File: config.mk
export PLATFORM = sky130hd
export DESIGN_NAME = pjw_string_hash_mod_prime_unit
export DESIGN_NICKNAME = d
export VERILOG_FILES = /design/src/sv/pjwh_pkg.sv /design/src/sv/pjwh_front.sv /design/src/sv/pjwh_queue.sv /design/src/sv/pjwh_mod_back.sv /design/src/sv/pjw_string_hash_mod_prime_unit.sv
export SDC_FILE = /design/constraint.sdc
export NUM_CORES = 1
export LEC_CHECK = 0
export BUFFER_PORTS_ARGS = -buffer_cell sky130_fd_sc_hd__buf_2
export CORE_ASPECT_RATIO = 0.8
export CORE_MARGIN = 2
export CORE_UTILIZATION = 61
export CTS_CLUSTER_DIAMETER = 200
export CTS_CLUSTER_SIZE = 8
export DETAILED_ROUTE_END_ITERATION = 8
export HOLD_SLACK_MARGIN = 0.08
export PLACE_DENSITY = 0.81
export SETUP_SLACK_MARGIN = 0.15
export SLEW_MARGIN = 20
export SYNTH_ARGS = -nofsm -noshare
export SYNTH_HDL_FRONTEND = slang
export SYNTH_SLANG_ARGS = --single-unit
File: constraint.sdc
create_clock -name clk_i -period 9.49 [get_ports clk_i]
set_input_delay 2.3725 -clock clk_i [delete_from_list [all_inputs] [get_ports clk_i]]
set_output_delay 2.3725 -clock clk_i [all_outputs]
set_load 0.01 [all_outputs]
File: src/sv/pjwh_pkg.sv
`default_nettype none

package pjwh_pkg;

  // Field widths.
  localparam int HashW  = 32;
  localparam int ByteW  = 8;
  localparam int PrimeW = 16;

  // Reset value of the bucket divisor.
  localparam logic [PrimeW-1:0] PrimeReset = 16'd251;

  // Constants of the hashpjw rule.
  localparam logic [HashW-1:0] TopMask   = 32'hf000_0000;
  localparam int               StepShift = 4;
  localparam int               FoldShift = 24;

  // Hash queue between the front and the back.
  localparam int QueueDepth = 4;
  localparam int QueuePtrW  = $clog2(QueueDepth);
  localparam int QueueCntW  = $clog2(QueueDepth + 1);

  // Step counter of the bit-serial remainder unit.
  localparam int StepCntW = $clog2(HashW);

  // A finished key hash on its way into the queue.
  typedef struct packed {
    logic             valid;
    logic [HashW-1:0] hash;
  } hash_push_t;

  // Fill status of the queue.
  typedef struct packed {
    logic full;
    logic empty;
  } queue_status_t;

  // One hashpjw step: shift in the byte, fold the top nibble into bits 7..4 and
  // clear it. When the top nibble is zero both XORs leave the value unchanged.
  function automatic logic [HashW-1:0] pjw_update(input logic [HashW-1:0] h,
                                                  input logic [ByteW-1:0] b);
    logic [HashW-1:0] sum;
    logic [HashW-1:0] top;
    sum = (h << StepShift) + {{(HashW-ByteW){1'b0}}, b};
    top = sum & TopMask;
    return sum ^ (top >> FoldShift) ^ top;
  endfunction

endpackage

`default_nettype wire

File: src/sv/pjwh_front.sv
`default_nettype none

module pjwh_front (
  input  wire logic                        clk_i,
  input  wire logic                        rst_ni,
  input  wire logic                        in_valid_i,
  output logic                             in_ready_o,
  input  wire logic [pjwh_pkg::ByteW-1:0]  key_byte_i,
  input  wire logic                        key_last_i,
  input  wire pjwh_pkg::queue_status_t     q_status_i,
  output pjwh_pkg::hash_push_t             push_o
);
  import pjwh_pkg::*;

  logic [HashW-1:0] hash_q, hash_d;
  logic [HashW-1:0] hash_next;
  logic             accept;

  // A word is taken whenever the queue has room for a possible key end.
  assign in_ready_o = ~q_status_i.full;
  assign accept     = in_valid_i & in_ready_o;
  assign hash_next  = pjw_update(hash_q, key_byte_i);

  always_comb begin
    hash_d = hash_q;
    if (accept) begin
      hash_d = key_last_i ? '0 : hash_next;
    end
  end

  assign push_o.valid = accept & key_last_i;
  assign push_o.hash  = hash_next;

  always_ff @(posedge clk_i or negedge rst_ni) begin
    if (!rst_ni) begin
      hash_q <= '0;
    end else begin
      hash_q <= hash_d;
    end
  end

endmodule

`default_nettype wire

File: src/sv/pjwh_queue.sv
`default_nettype none

module pjwh_queue (
  input  wire logic                        clk_i,
  input  wire logic                        rst_ni,
  input  wire pjwh_pkg::hash_push_t        push_i,
  input  wire logic                        pop_i,
  output logic [pjwh_pkg::HashW-1:0]       head_o,
  output pjwh_pkg::queue_status_t          status_o
);
  import pjwh_pkg::*;

  logic [HashW-1:0]     mem_q [QueueDepth];
  logic [QueuePtrW-1:0] wr_ptr_q, wr_ptr_d;
  logic [QueuePtrW-1:0] rd_ptr_q, rd_ptr_d;
  logic [QueueCntW-1:0] count_q, count_d;
  logic                 do_push;
  logic                 do_pop;

  assign status_o.full  = (count_q == QueueCntW'(QueueDepth));
  assign status_o.empty = (count_q == '0);
  assign head_o         = mem_q[rd_ptr_q];

  assign do_push = push_i.valid & ~status_o.full;
  assign do_pop  = pop_i & ~status_o.empty;

  always_comb begin
    wr_ptr_d = do_push ? wr_ptr_q + 1'b1 : wr_ptr_q;
    rd_ptr_d = do_pop ? rd_ptr_q + 1'b1 : rd_ptr_q;
    count_d  = count_q;
    if (do_push && !do_pop) begin
      count_d = count_q + 1'b1;
    end else if (do_pop && !do_push) begin
      count_d = count_q - 1'b1;
    end
  end

  always_ff @(posedge clk_i) begin
    if (do_push) begin
      mem_q[wr_ptr_q] <= push_i.hash;
    end
  end

  always_ff @(posedge clk_i or negedge rst_ni) begin
    if (!rst_ni) begin
      wr_ptr_q <= '0;
      rd_ptr_q <= '0;
      count_q  <= '0;
    end else begin
      wr_ptr_q <= wr_ptr_d;
      rd_ptr_q <= rd_ptr_d;
      count_q  <= count_d;
    end
  end

endmodule

`default_nettype wire

File: src/sv/pjwh_mod_back.sv
`default_nettype none

module pjwh_mod_back (
  input  wire logic                         clk_i,
  input  wire logic                         rst_ni,
  input  wire pjwh_pkg::queue_status_t      q_status_i,
  input  wire logic [pjwh_pkg::HashW-1:0]   q_head_i,
  output logic                              pop_o,
  input  wire logic [pjwh_pkg::PrimeW-1:0]  prime_i,
  output logic                              out_valid_o,
  input  wire logic                         out_ready_i,
  output logic [pjwh_pkg::PrimeW-1:0]       bucket_index_o,
  output logic [pjwh_pkg::HashW-1:0]        full_hash_o
);
  import pjwh_pkg::*;

  typedef enum logic [1:0] {
    S_IDLE,
    S_RUN,
    S_HOLD
  } state_e;

  state_e              state_q;
  logic [HashW-1:0]    hash_q;
  logic [PrimeW-1:0]   div_q;
  logic [PrimeW-1:0]   rem_q;
  logic [StepCntW-1:0] cnt_q;
  logic                out_valid_q;
  logic [PrimeW-1:0]   bucket_q;
  logic [HashW-1:0]    full_q;

  logic [PrimeW:0]     rem_shift;
  logic [PrimeW:0]     rem_diff;
  logic [PrimeW-1:0]   rem_d;
  logic                out_free;

  // One restoring step per cycle, dividend bits taken from the top down.
  // The remainder stays below the divisor, so the difference fits PrimeW bits.
  assign rem_shift = {rem_q, hash_q[cnt_q]};
  assign rem_diff  = rem_shift - {1'b0, div_q};
  assign rem_d     = (rem_shift >= {1'b0, div_q}) ? rem_diff[PrimeW-1:0]
                                                  : rem_shift[PrimeW-1:0];

  assign out_free = ~out_valid_q | out_ready_i;
  assign pop_o    = (state_q == S_IDLE) & ~q_status_i.empty;

  always_ff @(posedge clk_i or negedge rst_ni) begin
    if (!rst_ni) begin
      state_q     <= S_IDLE;
      out_valid_q <= 1'b0;
      hash_q      <= '0;
      div_q       <= '0;
      rem_q       <= '0;
      cnt_q       <= '0;
      bucket_q    <= '0;
      full_q      <= '0;
    end else begin
      // In the hold state a free output register always takes the next word,
      // so the word being taken only needs clearing in the other states.
      if (out_valid_q && out_ready_i && (state_q != S_HOLD)) begin
        out_valid_q <= 1'b0;
      end
      unique case (state_q)
        S_IDLE: begin
          if (!q_status_i.empty) begin
            hash_q  <= q_head_i;
            div_q   <= prime_i;
            rem_q   <= '0;
            cnt_q   <= StepCntW'(HashW - 1);
            state_q <= S_RUN;
          end
        end
        S_RUN: begin
          rem_q <= rem_d;
          cnt_q <= cnt_q - 1'b1;
          if (cnt_q == '0) begin
            state_q <= S_HOLD;
          end
        end
        S_HOLD: begin
          if (out_free) begin
            out_valid_q <= 1'b1;
            // A zero divisor gives bucket zero.
            bucket_q    <= (div_q == '0) ? '0 : rem_q;
            full_q      <= hash_q;
            state_q     <= S_IDLE;
          end
        end
        default: begin
          state_q <= S_IDLE;
        end
      endcase
    end
  end

  assign out_valid_o    = out_valid_q;
  assign bucket_index_o = bucket_q;
  assign full_hash_o    = full_q;

endmodule

`default_nettype wire

File: src/sv/pjw_string_hash_mod_prime_unit.sv
// A key's last byte pushes its hash into the queue; the back pops it, reduces it and registers the result word.
// Throughput: one byte word per cycle while the hash queue has room; the serial remainder unit takes
// one key at a time, in a one-bit-per-cycle loop over the 32 hash bits. A four-entry hash queue
// lets short keys run ahead of it.
// Reset is asynchronous and active low: running hash and queue clear, the divisor returns to 251.
`default_nettype none

module pjw_string_hash_mod_prime_unit (
  input  wire logic                        clk_i,
  input  wire logic                        rst_ni,
  // Key byte words.
  input  wire logic                        in_valid_i,
  output logic                             in_ready_o,
  input  wire logic [pjwh_pkg::ByteW-1:0]  key_byte_i,
  input  wire logic                        key_last_i,
  // Result words.
  output logic                             out_valid_o,
  input  wire logic                        out_ready_i,
  output logic [pjwh_pkg::PrimeW-1:0]      bucket_index_o,
  output logic [pjwh_pkg::HashW-1:0]       full_hash_o,
  // Divisor register.
  input  wire logic                        cfg_we_i,
  input  wire logic [pjwh_pkg::PrimeW-1:0] cfg_wdata_i
);
  import pjwh_pkg::*;

  // The divisor register. The user must write it only while the unit is idle (the block
  // does not enforce this), so the back part may sample it at the start of each reduction.
  logic [PrimeW-1:0] table_prime_q;

  always_ff @(posedge clk_i or negedge rst_ni) begin
    if (!rst_ni) begin
      table_prime_q <= PrimeReset;
    end else if (cfg_we_i) begin
      table_prime_q <= cfg_wdata_i;
    end
  end

  hash_push_t       push;
  queue_status_t    q_status;
  logic [HashW-1:0] q_head;
  logic             q_pop;

  // Front: folds one byte into the running hash each cycle while the queue has room, and
  // hands the finished hash of a key to the queue on its last byte.
  pjwh_front u_front (
    .clk_i      (clk_i),
    .rst_ni     (rst_ni),
    .in_valid_i (in_valid_i),
    .in_ready_o (in_ready_o),
    .key_byte_i (key_byte_i),
    .key_last_i (key_last_i),
    .q_status_i (q_status),
    .push_o     (push)
  );

  // Queue of finished key hashes, so that the front keeps streaming while the
  // back is busy with an earlier key.
  pjwh_queue u_queue (
    .clk_i    (clk_i),
    .rst_ni   (rst_ni),
    .push_i   (push),
    .pop_i    (q_pop),
    .head_o   (q_head),
    .status_o (q_status)
  );

  // Back: reduces each hash modulo the divisor one bit per cycle and holds the
  // result in an output register until it is taken.
  pjwh_mod_back u_back (
    .clk_i          (clk_i),
    .rst_ni         (rst_ni),
    .q_status_i     (q_status),
    .q_head_i       (q_head),
    .pop_o          (q_pop),
    .prime_i        (table_prime_q),
    .out_valid_o    (out_valid_o),
    .out_ready_i    (out_ready_i),
    .bucket_index_o (bucket_index_o),
    .full_hash_o    (full_hash_o)
  );

endmodule

`default_nettype wire

==> Yosys cells after proc, flatten, opt, wreduce, memory -nomap -nowiden <==
Memories as Yosys holds them, arrays and structs flattened. A register that Yosys moved wholly into a read port is not among the register bits.
Cells that the tools add are included.
{ "totals": {"reg_bits": 139, "ramBits": 128, "out_inout_bits": 50, "mem_count": 1, "wordCells": 77} }
{ "classes": {"eq_ne": 7, "magnitude_cmp": 2, "n_reduce_logical": 17, "n_addsub": 7, "mux": 20, "n_bitwise": 11} }
{ "mem_list": {"columns": ["name", "words", "word_bits", "rd", "rd_clocked_by_memory_dff", "wr", "line", "source"], "rows": [
  ["u_queue.mem_q", 4, 32, 1, 1, 1, "pjwh_queue.sv:13", "logic [HashW-1:0] mem_q [QueueDepth];"]
]} }
{ "op_table": {"columns": ["operator", "count"], "rows": [
  ["16-bit 2-to-1 mux", 3],
  ["32-bit by 8-bit adder with 32-bit output", 1],
  ["16-bit case mux with 2 select lines", 1],
  ["32-bit XOR", 1],
  ["32-bit by 8-bit XOR with 32-bit output", 1],
  ["28-bit 2-to-1 mux", 1],
  ["17-bit by 16-bit >= comparator with 1-bit output", 1],
  ["16-bit zero test", 1],
  ["16-bit subtractor", 1],
  ["5-bit case mux with 2 select lines", 1],
  ["5-bit by 6-bit < comparator with 1-bit output, second input constant", 1],
  ["1-bit 2-to-1 mux", 6],
  ["2-bit 2-to-1 mux", 3],
  ["3-bit 2-to-1 mux", 2],
  ["2-bit case mux with 3 select lines", 1],
  ["2-bit AND reduction", 3],
  ["1-bit bitwise AND", 5],
  ["1-bit binary-select mux with 5-bit select", 1],
  ["5-bit zero test", 1],
  ["5-bit 2-to-1 mux", 1],
  ["5-bit by 1-bit subtractor with 5-bit output, second input constant", 1],
  ["2-bit by 1-bit adder with 2-bit output, second input constant", 2],
  ["1-bit logical AND", 4],
  ["2-bit by 1-bit inequality test with 1-bit output, second input constant", 2],
  ["other kinds (13)", 19]
]} }

==> Longest topological paths before layout <==
Gate-level depths: netlist (run 1).
{ "depth": {"ltp_word": 9, "ltp_mapped": 15, "mapped_depth_nobuf": 14} }

==> Hierarchy <==
A second synthesis (run 1) with hierarchy kept.
{ "unflattened": {"hier_cells": 964, "hier_area_um2": 13232.7} }
{ "modules_own_cells": {"columns": ["mod", "seq_area_each_um2", "n_inst", "area_per_inst_um2", "cells_each"], "rows": [
  ["pjwh_mod_back", 3002.9, 1, 5774.3, 549],
  ["pjwh_queue", 4018.9, 1, 5061.1, 205],
  ["pjwh_front", 700.7, 1, 1739.2, 176],
  ["pjw_string_hash_mod_prime_unit", 409.1, 1, 658.1, 34]
]} }

==> Worst setup path before layout (run 1) <==
OpenSTA, ideal clock, no wires.
{ "synth_timing": {"path_kind": "input to register", "startpoint": "input port key_byte_i[4] (netlist bit)", "endpoint": "register u_front.hash_q[16]", "path_stages": 8, "setup_ns": 0.121, "setup_slack_ns": 5.218, "arrival_time_ns": 4.151, "path_cell_list": "ha_1 fa_1 a21o_1 a21oi_1 nor3b_1 and3_1 xor2_1 a22o_1"} }
{ "synth_rtl": {"columns": ["element", "line", "source"], "rows": [
  ["from (decl)", "pjw_string_hash_mod_prime_unit.sv:14", "input wire logic [pjwh_pkg::ByteW-1:0] key_byte_i,"],
  ["to (signal assigned)", "pjwh_front.sv:38", "hash_q <= hash_d;"],
  ["to (decl)", "pjwh_front.sv:15", "logic [HashW-1:0] hash_q, hash_d;"]
]} }

==> Worst setup path in the final report (run 1) <==
{ "layout_timing": {"startpoint": "register u_back.cnt_q[0]", "endpoint": "register u_back.rem_q[14]"} }
{ "layout_via": {"elab_chain_cells": 5, "word_cells_on_any_way": 6, "cone_classes": "add/sub (1); order compare (1); mux (4)"} }
{ "layout_rtl": {"columns": ["element", "line", "source"], "rows": [
  ["from (decl)", "pjwh_mod_back.sv:27", "logic [StepCntW-1:0] cnt_q;"],
  ["from (signal assigned)", "pjwh_mod_back.sv:69", "cnt_q <= StepCntW'(HashW - 1);"],
  ["from (signal assigned)", "pjwh_mod_back.sv:75", "cnt_q <= cnt_q - 1'b1;"],
  ["1-bit binary-select mux with 5-bit select (*)", "pjwh_mod_back.sv:39", "assign rem_shift = {rem_q, hash_q[cnt_q]};"],
  ["1-bit 2-to-1 mux (implied by the code) (*)", "pjwh_mod_back.sv:39", null],
  ["16-bit subtractor or 17-bit by 16-bit >= comparator with 1-bit output (tied branches)", "pjwh_mod_back.sv:40, pjwh_mod_back.sv:41", null],
  ["16-bit 2-to-1 mux (*)", "pjwh_mod_back.sv:41", "assign rem_d = (rem_shift >= {1'b0, div_q}) ? rem_diff[PrimeW-1:0]"],
  ["16-bit case mux with 2 select lines (*)", "pjwh_mod_back.sv:63", "unique case (state_q)"],
  ["to (signal assigned)", "pjwh_mod_back.sv:74", "rem_q <= rem_d;"],
  ["to (decl)", "pjwh_mod_back.sv:26", "logic [PrimeW-1:0] rem_q;"]
]} }
Mark *: on every way between the ends. The rest lies on a longest branch, timed or not. The select of a mux whose other input is x is not followed.
A chain may end at the register's enable or synchronous reset.

==> impl_metrics.csv, run 1 <==
group,metric,value,unit
synthesis,share_of_yosys_cell_area_claimed_by_the_top_area_cell_type,31.1,%
setup_path,timing.critical_path.cells,"mux4_2 -> nand2_1 -> a21oi_1 -> a311o_1 -> a21oi_1 -> ha_1 -> inv_1 -> fa_1 -> a21o_1 -> a221oi_4 -> o211ai_1 -> a2111oi_0 -> nor3b_1 -> o211ai_1",
sta,min_period,4.42,ns
sta,slew_violations,0,
min_path,holdCritPathClass,"flop to flop",
routing,dr_total_vias,8230,
synthesis,ys_dominant_reg_cell,"dfrtp_1",
floorplanning,die_height,132,µm
synthesis,synthesis.area_per_instance,13.1,µm²
final_layout,nNetsFinal,1088,
routing,drcViolationCount,0,
placement,dp_hpwl,17600,µm
clock_tree,tritoncts,"done",
routing,finalWirelength,27800,µm
sta,finalHoldWorstSlack,0.481,ns
floorplanning,fp.dieW,164,µm
clock_tree,cts-root-buf,"clkbuf_16",
grt,gr_usage_total,26.4,%
grt,grt_remaining_overflow,0,
setup_path,critical_path_s_top_delay_family,"compound AO/OA/AOI/OAI gates",
sta,final.period_utilization,46.6,%
final_layout,final_cell_mix,"dfrtp_1, nand2_1, edfxtp_1",
clock_tree,postCtsHoldBufs,0,
sta,max_slew.worst_pin.slew,1.11,ns
setup_path,worst-path-max-fanout,11,
setup_path,worstPathBufferInverterCount,1,
clock_tree,clk_pin_slew_worst_paths,0.05,ns
synthesis,synth.lib_cells_used.distinct,73,
sta,rsz0062_at_grt,"no",
setup_path,worst_path_max_delay_cell,"dfrtp_1",
run,drv.max_cap_violation_count,0,
grt,grt_first_pass_wirelength,44100,µm
pwr,static-leakage-power,6.12,nW
clock_tree,postCtsSetupBuffers,0,
setup_path,crit_path_start_kind,"flop",
sta,final_hold_viol_count,0,
synthesis,yosys_register_bits,275,
setup_path,criticalPathCategory,"flop to flop",
pwr,internal-power,3.16,mW
pwr,irDropWorstVdd,0.207,mV
pwr,p_seq_share,36.7,%
pwr,power.switching,1.86,mW
floorplanning,initial_core_utilization,62.8,%
placement,place_congestion,0.897,
placement,io_buffer_count,75,
routing,drt_iter0_markers,836,
sta,slew_headroom,26.2,%
clock_tree,numCtsBuffers,40,
synthesis,yosys_warnings,0,
sta,fin_tns_setup,0,ns
routing,drt-pass1-iter-count,5,
clock_tree,worstSkewPairLatency,0.51,ns
synthesis,synth_top_cells_by_area,"dfrtp_1, edfxtp_1, mux4_2, nand2_1, mux2_2",
pwr,total_power,5.03,mW
routing,antenna_violating_nets_post_route,0,
sta,report.final.setup_viol,0,
synthesis,synthesis.area,12500,µm²
grt,number_of_antenna_violations_at_the_first_check_in_global_routing,0,
pwr,clock_power_share,25.5,%
synthesis,asyncSetResetFlopFracSynth,59.3,%
pwr,p_sw_share,37.0,%
final_layout,syn_to_final_growth,12.8,%
final_layout,layout.cells.most_common,"dfrtp_1",
floorplanning,core.rowCount,46,
final_layout,antenna_cells,0,
outcome,outcome,"complete, no violations",
pwr,powerDensity,355,nW/µm²
floorplanning,num_io_pins,80,
floorplanning,placeableCoreArea,20000,µm²
routing,avgViaCountPerCell,6.25,
clock_tree,cts-root-to-sink-buffers,3,
setup_path,timing.critical_path.slowest_cell_delay,0.69,ns
final_layout,fill_cells,1323,
synthesis,number_of_enable_type_register_cells_in_the_synthesized_netlist,112,
placement,placedInstanceArea,13000,µm²
synthesis,synth.yosys.seq_area_share,59.4,%
synthesis,post_synth_inst_count,957,
clock_tree,h-tree-depth,2,
pwr,power_frac_comb,37.8,%
final_layout,post_route_cells_drive_above_1_share,22.6,%
setup_path,required,9.91,ns
routing,detail_route.wl_per_cell,21.1,µm
setup_path,worstPathArrival,4.84,ns
clock_tree,cts.repair.resized,0,
synthesis,yosys.area.top_type,"dfrtp_1",
sta,final.setup_skew,0.0143,ns
sta,max_freq,226,MHz
final_layout,final_area,14100,µm²
clock_tree,clock_sinks,275,
floorplanning,die-area,21700,µm²
setup_path,endpoint_class_of_the_critical_path,"flop",
grt,grt_max_degree,95,
grt,first_global_vias,7993,
[metal layers]
metal | wire length, µm | global-route usage [%]
met3 | 2480 | 4.78
met4 | 529 | 7.02
met2 | 12200 | 37.3
met5 | 0 | 0
met1 | 12600 | 42.3
[worst min-delay path, stage by stage (launching register included)]
cell and delay (ns):
dfrtp_1 0.34, nand2_1 0.05, o21ai_0 0.06
[registers in the layout, summed over array words and instances, names as in the netlist]
name,count
u_front.hash_q,28
u_queue.rd_ptr_q,2
u_back.cnt_q,5
u_back.div_q,16
u_back.out_valid_o,1
u_back.rem_q,16
u_queue.wr_ptr_q,2
u_back.bucket_index_o,16
table_prime_q,16
u_back.full_hash_o,28
u_back.hash_q,28
u_queue.mem_q,112
u_queue.count_q,3
u_back.state_q,2
[final cells by class]
| class | instances | area [µm²] | share of cell area [%] |
|---|---|---|---|
| inverters | 33 | 124 | 0.876 |
| flip-flops and latches | 275 | 7450 | 52.7 |
| clock buffers | 63 | 1110 | 7.84 |
| well taps | 264 | 330 | 2.34 |
| repair buffers | 83 | 442 | 3.12 |
| clock inverters | 3 | 25.0 | 0.177 |
| multi-input cells | 595 | 4660 | 32.9 |
[cells in the mapped netlist (17+ instances only)]
cell      number
ha_1          27
o211ai_1      17
clkbuf_1      32
nand2_1      138
nor2_1        20
dfrtp_1      156
nand3_1       37
edfxtp_1     112
and3_1        18
o21ai_0       26
a22o_1        31
mux2_2        45
xnor2_1       28
mux4_2        35
inv_1         33
xor2_1        17
[power groups by stage]
stage | combinational, mW | sequential, mW | clock (mW)
global placement | 1.78 | 1.84 | 0
floorplan | 1.52 | 1.72 | 0
finish | 1.90 | 1.85 | 1.28
global route | 2.07 | 1.89 | 1.34
CTS | 1.87 | 1.84 | 1.30
detailed placement | 1.83 | 1.85 | 0
[final timing paths]
| check | from | end | slack [ns] | depth (start not counted) |
|---|---|---|---|---|
| min | table_prime_q[11] | u_back.div_q[11] | 0.48 | 2 |
| max reg2reg | u_back.cnt_q[0] | u_back.rem_q[14] | 5.07 | 14 |
| max | u_back.cnt_q[0] | u_back.rem_q[14] | 5.07 | 14 |
| max in group asynchronous | rst_ni | u_front.hash_q[10] | 6.14 | 2 |
| min reg2reg | table_prime_q[11] | u_back.div_q[11] | 0.48 | 2 |
| min in group asynchronous | rst_ni | u_back.bucket_index_o[10] | 1.93 | 1 |
[logic make-up after synthesis]
family | Yosys count | share of synthesized area (%)
adders and majority gates | 30 | 3.17
xor gates and xnor gates | 45 | 3.14
DFF | 275 | 59.4
other | 1 | 0.0299
muxes | 83 | 10.6
and+or+nand+nor | 287 | 11.2
buffers and inverters | 90 | 3.56
AOI/OAI and AO/OA | 146 | 8.89
[per-stage QoR]
step / utilization, % / worst slack, ns / std cells
4_1_cts: 70.8 / 5.07 / 1316
5_1_grt: 70.8 / 4.70 / 1316
2_1_floorplan: - / 5.22 / 960
6_report: 70.8 / 5.07 / 1316
3_3_place_gp: 65.1 / 4.89 / 1250
3_5_place_dp: 65.1 / 4.85 / 1250
No activity file was read; power rests on OpenSTA's default activity.
==> run 2: changes to the inputs <==
CORE_UTILIZATION = 55   (was 61)
PLACE_DENSITY = 0.77   (was 0.81)
clock period = 3.7 ns   (was 9.49 ns; I/O delays follow)
==> run 2 against run 1 <==
Net effect: first-iteration DRC count is 7.2% lower; utilization fell by 6.6 points; non-clock buffer count grew 20; global-route usage decreased by 2.5 points; clock power increased to 2.6 times the previous value; hold slack lost 0.095 ns; worst setup slack got worse by 5.0 ns; sequential share of layout area decreased by 0.94 points; sequential power rose to 2.5 times the previous value; routed wire length grew 0.43%; register-to-register slack got worse by 5.0 ns; clock skew rose by 0.0055 ns; critical endpoint is now u_back.rem_q[8]; highest routed layer unchanged.
==> impl_metrics.csv, run 2 (synthesis gave the netlist of run 1 again) <==
group,metric,value,unit
outcome,outcome,"complete, no violations",
grt,gr_usage_total,23.9,%
setup_path,timing.critical_path.slowest_cell_delay,0.52,ns
sta,max_slew.worst_pin.slew,1.02,ns
clock_tree,tritoncts,"done",
final_layout,nNetsFinal,1108,
run,drv.max_cap_violation_count,0,
pwr,powerDensity,909,nW/µm²
sta,final_hold_viol_count,0,
floorplanning,num_io_pins,80,
pwr,internal-power,8.30,mW
routing,avgViaCountPerCell,5.92,
grt,number_of_antenna_violations_at_the_first_check_in_global_routing,0,
placement,dp_hpwl,18200,µm
grt,grt_max_degree,71,
routing,detail_route.wl_per_cell,20.3,µm
routing,dr_total_vias,8163,
setup_path,crit_path_start_kind,"flop",
routing,finalWirelength,27900,µm
sta,min_period,3.62,ns
setup_path,criticalPathCategory,"flop to flop",
pwr,p_sw_share,36.6,%
clock_tree,numCtsBuffers,40,
floorplanning,fp.dieW,173,µm
pwr,power_frac_comb,39.1,%
setup_path,worstPathBufferInverterCount,1,
routing,drt_iter0_markers,776,
setup_path,timing.critical_path.cells,"mux4_2 -> nand2_1 -> a21oi_2 -> a311o_1 -> a21oi_2 -> ha_2 -> inv_2 -> fa_2 -> a21o_1 -> a221oi_4 -> mux2i_1 -> o41ai_2 -> nor3_1 -> a311o_1",
final_layout,largest_register_ff_count,112,
pwr,p_seq_share,36.0,%
sta,slew_headroom,32.0,%
sta,finalHoldWorstSlack,0.386,ns
placement,place_congestion,0.869,
final_layout,regMostFlops,"u_queue.mem_q",
clock_tree,cts-root-to-sink-buffers,3,
setup_path,required,4.09,ns
setup_path,critical_path_s_top_delay_family,"compound AO/OA/AOI/OAI gates",
floorplanning,initial_core_utilization,55.9,%
grt,grt_remaining_overflow,0,
sta,report.final.setup_viol,0,
pwr,clock_power_share,25.0,%
clock_tree,clock_sinks,275,
placement,io_buffer_count,75,
final_layout,final_cells,1378,
clock_tree,worstSkewPairLatency,0.51,ns
setup_path,worst-path-max-fanout,6,
sta,final.setup_skew,0.0198,ns
routing,drt-pass1-iter-count,5,
routing,drcViolationCount,0,
clock_tree,cts-root-buf,"clkbuf_16",
min_path,holdCritPathClass,"input port to async pin",
grt,first_global_vias,8218,
pwr,irDropWorstVdd,0.547,mV
floorplanning,die_height,139,µm
grt,grt_first_pass_wirelength,45400,µm
setup_path,worstPathArrival,4.01,ns
sta,max_freq,277,MHz
pwr,power.switching,4.79,mW
floorplanning,core.rowCount,49,
sta,slew_violations,0,
clock_tree,h-tree-depth,2,
final_layout,antenna_cells,0,
final_layout,syn_to_final_growth,14.9,%
routing,antenna_violating_nets_post_route,0,
setup_path,endpoint_class_of_the_critical_path,"flop",
final_layout,final_cell_mix,"dfrtp_1, nand2_1, edfxtp_1",
floorplanning,placeableCoreArea,22400,µm²
final_layout,layout.cells.most_common,"dfrtp_1",
final_layout,post_route_cells_drive_above_1_share,25.2,%
clock_tree,clk_pin_slew_worst_paths,0.05,ns
floorplanning,die-area,24000,µm²
setup_path,worst_path_max_delay_cell,"mux4_2",
clock_tree,postCtsHoldBufs,0,
sta,final.period_utilization,97.7,%
pwr,static-leakage-power,6.23,nW
sta,rsz0062_at_grt,"yes",
placement,numPlacedInstances,1310,
run 2: changes by cell type in the layout (fill, tap and decap cells not counted), moves of 2 or more:
cell     previous run  this run
buf_4               8        27
a21oi_1            16        14
nand2_2             0         3
o21ai_1             0         2
a21oi_2             0         2
nand2_1           138       134
o21ai_0            26        24
run 2: path summary, 6_finish.rpt:
kind | slack (ns) | cells past startpoint | startpoint | endpoint
worst max-delay path | 0.08 | 14 | u_back.cnt_q[0] | u_back.rem_q[8]
worst min-delay path | 0.39 | 1 | rst_ni | u_back.bucket_index_o[12]
worst max register to register | 0.08 | 14 | u_back.cnt_q[0] | u_back.rem_q[8]
worst min register to register | 0.48 | 2 | u_front.hash_q[3] | u_front.hash_q[3]
max in group asynchronous | 2.44 | 2 | rst_ni | u_queue.rd_ptr_q[0]
min in group clk_i | 0.48 | 2 | u_front.hash_q[3] | u_front.hash_q[3]
run 2: power groups by stage:
stage | sequential (mW) | combinational (mW) | clock [mW]
floorplan | 4.42 | 3.93 | 0
global placement | 4.70 | 4.75 | 0
detailed placement | 4.73 | 4.86 | 0
CTS | 4.70 | 4.99 | 3.32
global route | 4.81 | 5.62 | 3.47
finish | 4.71 | 5.11 | 3.27
run 2: final cells by class:
| type | instances | area (µm²) |
|---|---|---|
| Fill cell | 1679 | 8040 |
| Sequential cell | 275 | 7460 |
| Multi-Input combinational cell | 595 | 4700 |
| Clock buffer | 63 | 1110 |
| Timing Repair Buffer | 103 | 604 |
| Tap cell | 306 | 383 |
| Inverter | 33 | 124 |
| Clock inverter | 3 | 25.0 |
run 2: layer usage:
layer	vias up	share of wire [%]	global-route usage [%]
li1	3706	-	-
met1	4105	47	37.0
met2	314	43	34.3
met3	38	8.4	5.81
met4	0	1.4	5.66
met5	-	0	0
run 2: metrics by stage:
step	cell area (µm²)	power (mW)	setup TNS [ns]	util [%]	setup WS [ns]
final	14400	13.1	0	64.2	0.0838
after global routing	14400	13.9	-0.364	64.2	-0.124
after CTS	14400	13.0	0	64.1	0.0486
after detailed placement	13200	9.59	-0.367	58.9	-0.187
after global placement	13200	9.45	-0.161	58.9	-0.0892
after floorplan	12600	8.35	0	-	0.105
run 2: timing repair:
action | in CTS | in global routing
gates resized for setup | 4 | 10
pin swaps | 10 | 3
setup endpoints to repair | 3 | 15
setup buffers | 2 | 0
